==> src/rtl/rcd_pkg.sv <==
// rcd_pkg: shared types and constants of the run-length coefficient dequantizer
// holds the zigzag-to-raster map, word codes and the dequantizer request type
// no dependencies
`timescale 1ns / 1ps
`default_nettype none

package rcd_pkg;

  // block geometry
  localparam int NUM_COEF = 64;
  localparam logic [5:0] LAST_POS = 6'd63;

  // input command codes
  localparam logic CMD_LOAD = 1'b0;
  localparam logic CMD_WORD = 1'b1;

  // padding / end-of-block word
  localparam logic [15:0] PAD_WORD = 16'hFE00;

  // coefficient clamp limits
  localparam int VAL_MAX = 16383;
  localparam int VAL_MIN = -16384;

  typedef logic signed [9:0]  level_t;
  typedef logic signed [14:0] coef_t;

  // request into the dequant unit, one cycle wide
  typedef struct packed {
    logic       vld;
    logic       dc;
    logic [5:0] scale;
    level_t     level;
  } dq_req_t;

  // zigzag slot to raster position
  localparam logic [5:0] ZZ_TO_RASTER [NUM_COEF] = '{
    6'd0,  6'd8,  6'd1,  6'd2,  6'd9,  6'd16, 6'd24, 6'd17,
    6'd10, 6'd3,  6'd4,  6'd11, 6'd18, 6'd25, 6'd32, 6'd40,
    6'd33, 6'd26, 6'd19, 6'd12, 6'd5,  6'd6,  6'd13, 6'd20,
    6'd27, 6'd34, 6'd41, 6'd48, 6'd56, 6'd49, 6'd42, 6'd35,
    6'd28, 6'd21, 6'd14, 6'd7,  6'd15, 6'd22, 6'd29, 6'd36,
    6'd43, 6'd50, 6'd57, 6'd58, 6'd51, 6'd44, 6'd37, 6'd30,
    6'd23, 6'd31, 6'd38, 6'd45, 6'd52, 6'd59, 6'd60, 6'd53,
    6'd46, 6'd39, 6'd47, 6'd54, 6'd61, 6'd62, 6'd55, 6'd63
  };

endpackage

`default_nettype wire

==> src/rtl/rcd_qtable.sv <==
// rcd_qtable: 64 x 8 quant table memory, one write and one registered read port
// depends on nothing outside this file
`timescale 1ns / 1ps
`default_nettype none

module rcd_qtable (
  input  wire logic       clk_i,
  input  wire logic       wr_en_i,
  input  wire logic [5:0] wr_addr_i,
  input  wire logic [7:0] wr_data_i,
  input  wire logic [5:0] rd_addr_i,
  output logic      [7:0] rd_data_o
);

  logic [7:0] mem_q [64];
  logic [7:0] rd_data_q;

  // write port
  always_ff @(posedge clk_i) begin
    if (wr_en_i) begin
      mem_q[wr_addr_i] <= wr_data_i;
    end
  end

  // read port, registered
  always_ff @(posedge clk_i) begin
    rd_data_q <= mem_q[rd_addr_i];
  end

  assign rd_data_o = rd_data_q;

endmodule

`default_nettype wire

==> src/rtl/rcd_coef_store.sv <==
// rcd_coef_store: 64-entry coefficient memory with per-entry valid flags
// entries not written since the last block clear read as zero; uses rcd_pkg
`timescale 1ns / 1ps
`default_nettype none

module rcd_coef_store (
  input  wire logic          clk_i,
  input  wire logic          rst_ni,
  input  wire logic          wr_en_i,
  input  wire logic [5:0]    wr_addr_i,
  input  wire rcd_pkg::coef_t wr_data_i,
  input  wire logic          rd_en_i,
  input  wire logic [5:0]    rd_addr_i,
  input  wire logic          clr_i,
  output rcd_pkg::coef_t     rd_data_o
);

  import rcd_pkg::*;

  coef_t       mem_q [NUM_COEF];
  logic [63:0] valid_q;
  coef_t       rd_data_q;
  logic        hit_q;

  // storage and registered read
  always_ff @(posedge clk_i) begin
    if (wr_en_i) begin
      mem_q[wr_addr_i] <= wr_data_i;
    end
    if (rd_en_i) begin
      rd_data_q <= mem_q[rd_addr_i];
    end
  end

  // valid flags, cleared all at once at the end of a block
  always_ff @(posedge clk_i or negedge rst_ni) begin
    if (!rst_ni) begin
      valid_q <= '0;
      hit_q   <= 1'b0;
    end else begin
      if (rd_en_i) begin
        hit_q <= valid_q[rd_addr_i];
      end
      if (clr_i) begin
        valid_q <= '0;
      end else if (wr_en_i) begin
        valid_q[wr_addr_i] <= 1'b1;
      end
    end
  end

  assign rd_data_o = hit_q ? rd_data_q : '0;

endmodule

`default_nettype wire

==> src/rtl/rcd_dequant.sv <==
// rcd_dequant: two-stage dequantizer, quant factor then level product, then rounding and clamp
// uses rcd_pkg for the request type and clamp limits
`timescale 1ns / 1ps
`default_nettype none

module rcd_dequant (
  input  wire logic             clk_i,
  input  wire logic             rst_ni,
  input  wire rcd_pkg::dq_req_t req_i,
  input  wire logic [7:0]       qt_i,
  output logic                  vld_o,
  output rcd_pkg::coef_t        value_o
);

  import rcd_pkg::*;

  // stage 1: effective quant factor
  logic         vld1_q;
  logic         dc1_q;
  level_t       level1_q;
  logic [13:0]  q1_q;

  // stage 2: level times factor
  logic         vld2_q;
  logic         dc2_q;
  logic         qz2_q;
  level_t       level2_q;
  logic signed [23:0] prod2_q;

  logic [13:0]        q_d;
  logic signed [23:0] prod_d;
  logic signed [23:0] shifted;
  logic signed [28:0] scaled;
  logic signed [28:0] rounded;
  coef_t              value;

  // dc uses the table entry alone, ac scales it by the block scale
  always_comb begin
    if (req_i.dc) begin
      q_d = {6'd0, qt_i};
    end else begin
      q_d = 14'(req_i.scale) * 14'(qt_i);
    end
  end

  assign prod_d = 24'(level1_q) * 24'($signed({1'b0, q1_q}));

  always_ff @(posedge clk_i or negedge rst_ni) begin
    if (!rst_ni) begin
      vld1_q <= 1'b0;
      vld2_q <= 1'b0;
    end else begin
      vld1_q <= req_i.vld;
      vld2_q <= vld1_q;
    end
  end

  always_ff @(posedge clk_i) begin
    dc1_q    <= req_i.dc;
    level1_q <= req_i.level;
    q1_q     <= q_d;
    dc2_q    <= dc1_q;
    qz2_q    <= (q1_q == '0);
    level2_q <= level1_q;
    prod2_q  <= prod_d;
  end

  // floor divide by 8 for ac, times 16, sign-dependent rounding, clamp; a zero factor gives level times 32
  always_comb begin
    shifted = dc2_q ? prod2_q : (prod2_q >>> 3);
    scaled  = $signed({shifted[23], shifted, 4'b0000});
    if (level2_q < 0) begin
      rounded = scaled + 29'sd8;
    end else if (level2_q > 0) begin
      rounded = scaled - 29'sd8;
    end else begin
      rounded = scaled;
    end
    if (qz2_q) begin
      value = {level2_q, 5'b00000};
    end else if (rounded > 29'(VAL_MAX)) begin
      value = 15'(VAL_MAX);
    end else if (rounded < 29'(VAL_MIN)) begin
      value = 15'(VAL_MIN);
    end else begin
      value = rounded[14:0];
    end
  end

  assign vld_o   = vld2_q;
  assign value_o = value;

endmodule

`default_nettype wire

==> src/rtl/rle_coefficient_dequantizer.sv <==
// rle_coefficient_dequantizer: top level, word sequencer around the quant table,
// the dequant unit and the coefficient store; uses rcd_pkg and the rcd_* modules
//
// A coefficient word passes through the quant table read, the two multiply
// stages of the dequant unit and the coefficient store write. A padding word
// at block start is dropped. When a block completes, the store is read out in
// raster order, one result per cycle for all 64 positions, paced by the single
// store read port; busy stays high during the readout, and the last result
// shows in the same cycle that busy falls. Results cannot be held off by the
// receiver. No clearing pass follows reset: store entries carry valid flags
// that reset and every block readout clear.
`timescale 1ns / 1ps
`default_nettype none

module rle_coefficient_dequantizer (
  input  wire logic        clk_i,
  input  wire logic        rst_ni,
  input  wire logic        start,
  output logic             busy,
  input  wire logic        command_i,
  input  wire logic [5:0]  table_index_i,
  input  wire logic [7:0]  table_value_i,
  input  wire logic [15:0] rle_word_i,
  output logic             result_valid_o,
  output logic [5:0]       coeff_position_o,
  output rcd_pkg::coef_t   coeff_value_o,
  output logic             block_last_o
);

  import rcd_pkg::*;

  typedef enum logic [1:0] {
    S_IDLE,
    S_CALC,
    S_EMIT
  } state_e;

  state_e     state_q;
  logic [6:0] idx_q;
  logic [5:0] scale_q;
  level_t     level_q;
  logic       dc_q;
  logic       go_q;
  logic [5:0] k_q;
  logic [5:0] cnt_q;
  logic       out_vld_q;
  logic [5:0] pos_q;

  logic       accept;
  logic       is_pad;
  logic [6:0] slot_sum;
  logic [5:0] qt_rd_addr;
  dq_req_t    dq_req;
  logic [7:0] qt_data;
  logic       dq_vld;
  coef_t      dq_value;
  logic       store_wr;
  logic       store_rd;
  logic       store_clr;

  // item decode
  assign accept   = start && !busy;
  assign is_pad   = (rle_word_i == PAD_WORD);
  assign slot_sum = idx_q + {1'b0, rle_word_i[15:10]};

  // table read address is the zigzag slot of the word being accepted
  assign qt_rd_addr = (idx_q == '0) ? 6'd0 : slot_sum[5:0];

  assign dq_req.vld   = go_q;
  assign dq_req.dc    = dc_q;
  assign dq_req.scale = scale_q;
  assign dq_req.level = level_q;

  assign store_wr  = (state_q == S_CALC) && dq_vld;
  assign store_rd  = (state_q == S_EMIT);
  assign store_clr = store_rd && (cnt_q == LAST_POS);

  rcd_qtable u_qtable (
    .clk_i     (clk_i),
    .wr_en_i   (accept && (command_i == CMD_LOAD)),
    .wr_addr_i (table_index_i),
    .wr_data_i (table_value_i),
    .rd_addr_i (qt_rd_addr),
    .rd_data_o (qt_data)
  );

  rcd_dequant u_dequant (
    .clk_i   (clk_i),
    .rst_ni  (rst_ni),
    .req_i   (dq_req),
    .qt_i    (qt_data),
    .vld_o   (dq_vld),
    .value_o (dq_value)
  );

  rcd_coef_store u_store (
    .clk_i     (clk_i),
    .rst_ni    (rst_ni),
    .wr_en_i   (store_wr),
    .wr_addr_i (ZZ_TO_RASTER[k_q]),
    .wr_data_i (dq_value),
    .rd_en_i   (store_rd),
    .rd_addr_i (cnt_q),
    .clr_i     (store_clr),
    .rd_data_o (coeff_value_o)
  );

  // sequencer
  always_ff @(posedge clk_i or negedge rst_ni) begin
    if (!rst_ni) begin
      state_q   <= S_IDLE;
      idx_q     <= '0;
      scale_q   <= '0;
      level_q   <= '0;
      dc_q      <= 1'b0;
      go_q      <= 1'b0;
      k_q       <= '0;
      cnt_q     <= '0;
      out_vld_q <= 1'b0;
      pos_q     <= '0;
    end else begin
      go_q      <= 1'b0;
      out_vld_q <= 1'b0;
      case (state_q)
        S_IDLE: begin
          if (accept && (command_i == CMD_WORD)) begin
            if (idx_q == '0) begin
              // dc word sets the block scale; padding is dropped
              if (!is_pad) begin
                scale_q <= rle_word_i[15:10];
                level_q <= rle_word_i[9:0];
                dc_q    <= 1'b1;
                k_q     <= '0;
                go_q    <= 1'b1;
                state_q <= S_CALC;
              end
            end else if (is_pad || slot_sum[6]) begin
              // end of block, or run past the last slot
              cnt_q   <= '0;
              state_q <= S_EMIT;
            end else begin
              level_q <= rle_word_i[9:0];
              dc_q    <= 1'b0;
              k_q     <= slot_sum[5:0];
              go_q    <= 1'b1;
              state_q <= S_CALC;
            end
          end
        end
        S_CALC: begin
          if (dq_vld) begin
            idx_q <= {1'b0, k_q} + 7'd1;
            if (k_q == LAST_POS) begin
              cnt_q   <= '0;
              state_q <= S_EMIT;
            end else begin
              state_q <= S_IDLE;
            end
          end
        end
        S_EMIT: begin
          out_vld_q <= 1'b1;
          pos_q     <= cnt_q;
          cnt_q     <= cnt_q + 6'd1;
          if (cnt_q == LAST_POS) begin
            idx_q   <= '0;
            state_q <= S_IDLE;
          end
        end
        default: begin
          state_q <= S_IDLE;
        end
      endcase
    end
  end

  assign busy             = (state_q != S_IDLE);
  assign result_valid_o   = out_vld_q;
  assign coeff_position_o = pos_q;
  assign block_last_o     = out_vld_q && (pos_q == LAST_POS);

endmodule

`default_nettype wire

==> config.mk <==
export PLATFORM = sky130hd
export DESIGN_NAME = rle_coefficient_dequantizer
export DESIGN_NICKNAME = d
export VERILOG_FILES = /design/src/rtl/rcd_pkg.sv /design/src/rtl/rcd_qtable.sv /design/src/rtl/rcd_coef_store.sv /design/src/rtl/rcd_dequant.sv /design/src/rtl/rle_coefficient_dequantizer.sv
export SDC_FILE = /design/constraint.sdc
export NUM_CORES = 2
export LEC_CHECK = 0
export BUFFER_PORTS_ARGS = -buffer_cell sky130_fd_sc_hd__clkbuf_2
export CAP_MARGIN = 5
export CORE_AREA = 3 3 340 342
export CTS_BUF_LIST = sky130_fd_sc_hd__clkbuf_2 sky130_fd_sc_hd__clkbuf_4 sky130_fd_sc_hd__clkbuf_8
export DETAILED_ROUTE_END_ITERATION = 10
export DIE_AREA = 0 0 343 345
export GPL_ROUTABILITY_DRIVEN = 0
export PLACE_DENSITY = 0.8
export RECOVER_POWER = 100
export SETUP_SLACK_MARGIN = 0.02
export SLEW_MARGIN = 20
export SYNTH_ARGS = -nofsm -noshare
export SYNTH_HDL_FRONTEND = slang
export SYNTH_HIERARCHICAL = 1
export SYNTH_SLANG_ARGS = --single-unit
==> constraint.sdc <==
create_clock -name clk_i -period 9.33 [get_ports clk_i]
set_input_delay 0.933 -clock clk_i [delete_from_list [all_inputs] [get_ports clk_i]]
set_output_delay 0.933 -clock clk_i [all_outputs]
set_load 0.02 [all_outputs]
==> summary.txt <==
Hold path
  • Hold_sp: rle_word_i[8]
  • Hold WC Path Type: primary input to flop
  • WHS Endpoint: level_q[8]
  • WHS Path Cells: 2

Drt
  • Routed len/inst: around 26 um
  • Antenna viol nets, final: 0
  • Aggregate routed wire length: between 150000 and 200000 um
  • Avg Vias per Cell: 6.47
  • DR iter-0 viols: 5309
  • Detailed-route via count: 39269
  • Pre-antenna DRT Iters: 6
  • DRC Markers: 0

Setup path
  • Arrival @ worst endpoint: ~7.8 ns
  • Reg2reg start: u_dequant/dc2_q
  • CP Class: flop to flop
  • Worst Setup End Kind: flop
  • R2R depth: 12
  • Capture point of the worst reg-to-reg path: u_store/mem_q[7][12]
  • CP startpoint kind: flop
  • Crit path max fanout: 64
  • Worst EP required: slightly below 10 ns
  • R2r setup slk: 1.88 ns

Logic synthesis
  • Syn Std Cell Area: 0.0719 mm2
  • EDFF count, synth: 1487
  • Net count after synthesis: 4405
  • Yosys reg bits: between 1500 and 2000
  • Syn_area_per_cell: 17.4 um2
  • Synth warn: 6
  • Yosys cell types: approximately 100
  • Gate Count Post-Synth: 4133
  • Post-synthesis sequential area ratio: between 60% and 70%
  • Async set-reset flop share out of synthesis: 6.77%
  • Top FF cell, synth: edfxtp_1

Pwr
  • Logic gate share of total power: 46.1%
  • Internal: ~19 mW
  • Clk pwr share: ~20%
  • Sequential power share: 33.9%
  • Switching power of the nets: 11.5 mW
  • P_leak: about 27 nW
  • Pwr Density: 383 mW/mm2
  • Worst vdd ir: about 0.86 mV
  • Net Sw Frac: 38.1%

Finish
  • Nets@finish: 4646
  • Commonest non-fill, non-tap cell in the layout: edfxtp_1
  • Layout area overhead: 9.77%
  • Layout cells sized above 1: 21.1%
  • Most frequent cells in the layout: 1487 x edfxtp_1, 379 x mux4_2, 330 x nor2_1
  • Fin util: 70.0%
  • Filler instances: slightly below 7000

Timing
  • Slew @ Worst Pin: 3.34 ns
  • TNS Setup: 0 ns
  • Setup violators final: 0
  • Final Hold Viols: 0
  • Minimum clock period: 7.45 ns
  • Clock Skew: 0.0773 ns
  • Tcrit/Tclk final: roughly 80%
  • Max-slew violations: approximately 1000
  • Rel. slew slack: -123%
  • FMAX: approximately 130 MHz
  • RSZ-0062 raised after global routing: no
  • Minimum hold slack: between 0.2 and 0.3 ns

Clock network
  • H-tree Lvls: 5
  • Clk_lat worst skew: ~0.95 ns
  • Clock transition at the registers of the reported paths: 0.06 ns
  • Total CTS buffers: 280
  • # Post-CTS Setup Buffers: 0
  • CTS root buf: clkbuf_8
  • CTS Buffer Depth: 4
  • Hold_buf cts: 0
  • CTS tree: yes
  • Post_cts resized: 0
  • CTS sink cnt: between 1500 and 2000

Global route
  • GRT Overall Usage: 27.7%
  • Grt ovf: 0
  • Antenna violations before repair: 9
  • Vias in the first global route: 39806
  • Largest net degree at the start of global routing: 148
  • First-pass GRT wire length: 246000 um

Placement
  • DP HPWL: 97600 um
  • Port Buf Inserts: 57

Run status
  • Status: finished, violations left
  • Failing checks: max-capacitance violations, max-slew violations

Floorplanning
  • Row count: ~120
  • Chip Width: roughly 340 um
  • Die H: 345 um
  • Die area: 0.118 mm2
  • I/O pins: between 50 and 60
  • Initial core utilization: 63.8%
  • Core area: 0.113 mm2

Flow run
  • Max cap viols: 23
sequential cells by signal, indices dropped and copies added (netlist names), 2 cells and up:
name	flops
idx_q	7
u_store/mem_q	960
coeff_position_o	6
u_dequant/prod2_q	24
u_store/valid_q	64
cnt_q	6
k_q	6
state_q	2
u_qtable/rd_data_o	8
scale_q	6
u_qtable/mem_q	512
u_store/rd_data_q	15
level_q	10
u_dequant/q1_q	14
u_dequant/level1_q	10
u_dequant/level2_q	10
metal layers:
metal	GRT usage [%]	part of all wire (%)	up-vias
li1	-	-	16618
met1	40.6	38	19963
met2	41.5	47	2281
met3	6.91	11	399
met4	9.73	3.3	8
met5	0	0.039	-
worst max-delay path: stages (launching register included):
cell      delay [ns]
dfxtp_2         0.31
clkbuf_1        1.62
mux2i_1         0.50
ha_1            0.24
o221ai_1        0.34
nor4_1          0.61
o211ai_1        0.21
xnor2_1         0.33
and4_1          0.24
a311o_1         0.16
clkbuf_1        1.13
o311ai_4        0.20
clkbuf_2        0.91
final cells by class:
cell class | count | area, um2 | area share, %
Clock inverter | 103 | 589 | 0.747
Clock buffer | 370 | 4600 | 5.83
Multi-Input combinational cell | 2074 | 21400 | 27.1
Timing Repair Buffer | 172 | 851 | 1.08
Tap cell | 1500 | 1880 | 2.38
Antenna cell | 8 | 20.0 | 0.0254
Sequential cell | 1669 | 48900 | 62.0
Inverter | 177 | 669 | 0.849
power by group through the flow:
stage | Combinational, mW | Clock, mW | Sequential [mW]
2_1_floorplan | 10.7 | 0 | 9.95
3_3_place_gp | 13.6 | 0 | 10.3
3_5_place_dp | 13.9 | 0 | 10.3
4_1_cts | 14.0 | 6.16 | 10.2
5_1_grt | 15.6 | 6.48 | 10.3
6_report | 13.9 | 6.06 | 10.2
cell families after synthesis:
logic type,synth area share (%)
DFF,68.0
and+or+nand+nor,6.22
muxes,13.4
buffers and inverters,2.43
AOI/OAI and AO/OA,3.98
adders and majority gates,5.41
xor gates and xnor gates,0.609
cell usage after synthesis (all sizes together), types with 11 or more instances:
| cell | n | area (um2) |
|---|---|---|
| dfrtp | 113 | 2830 |
| dfxtp | 69 | 1380 |
| nor2 | 333 | 1250 |
| nand2b | 23 | 144 |
| a22o | 11 | 96.3 |
| nor3 | 41 | 205 |
| a21o | 11 | 82.6 |
| a21oi | 62 | 310 |
| ha | 117 | 1460 |
| o22ai | 11 | 75.1 |
| xor2 | 17 | 149 |
| o311ai | 12 | 175 |
| buf | 89 | 613 |
| mux2 | 43 | 495 |
| edfxtp | 1487 | 44700 |
| nand3 | 81 | 405 |
| clkbuf | 124 | 465 |
| inv | 176 | 661 |
| a22oi | 127 | 953 |
| a211oi | 15 | 113 |
| nand2 | 195 | 734 |
| mux2i | 57 | 571 |
| fa | 121 | 2420 |
| xnor2 | 33 | 289 |
| and2 | 99 | 619 |
| and4 | 13 | 114 |
| mux4 | 379 | 8540 |
| nor4 | 22 | 210 |
| nor2b | 47 | 302 |
| o21ai | 38 | 190 |
through the flow:
step                      instance area (um2)  total power, mW  setup WS, ns  instances
final                                   78900             30.2          1.88       6073
after global routing                    78900             32.4          1.44       6066
after CTS                               79300             30.3          3.21       6065
after detailed placement                74100             24.2          3.21       5592
after global placement                  74100             23.9          3.35       5592
after floorplan                         71900             20.6          2.71       4133
worst max-delay path by stage:
stage                                     start               endpoint  slack (ns)  cells after the start
final                           u_dequant/dc2_q   u_store/mem_q[7][12]        1.88                     12
after global routing            u_dequant/dc2_q   u_store/mem_q[7][12]        1.44                     12
after CTS                 u_dequant/level1_q[1]  u_dequant/prod2_q[18]        3.21                     19
after detailed placement  u_dequant/level1_q[1]  u_dequant/prod2_q[18]        3.21                     19
after global placement    u_dequant/level1_q[1]  u_dequant/prod2_q[18]        3.35                     19
after floorplan                 u_dequant/dc2_q    u_store/mem_q[0][5]        2.71                     14
Note: power is estimated with default switching activity, not from simulation.
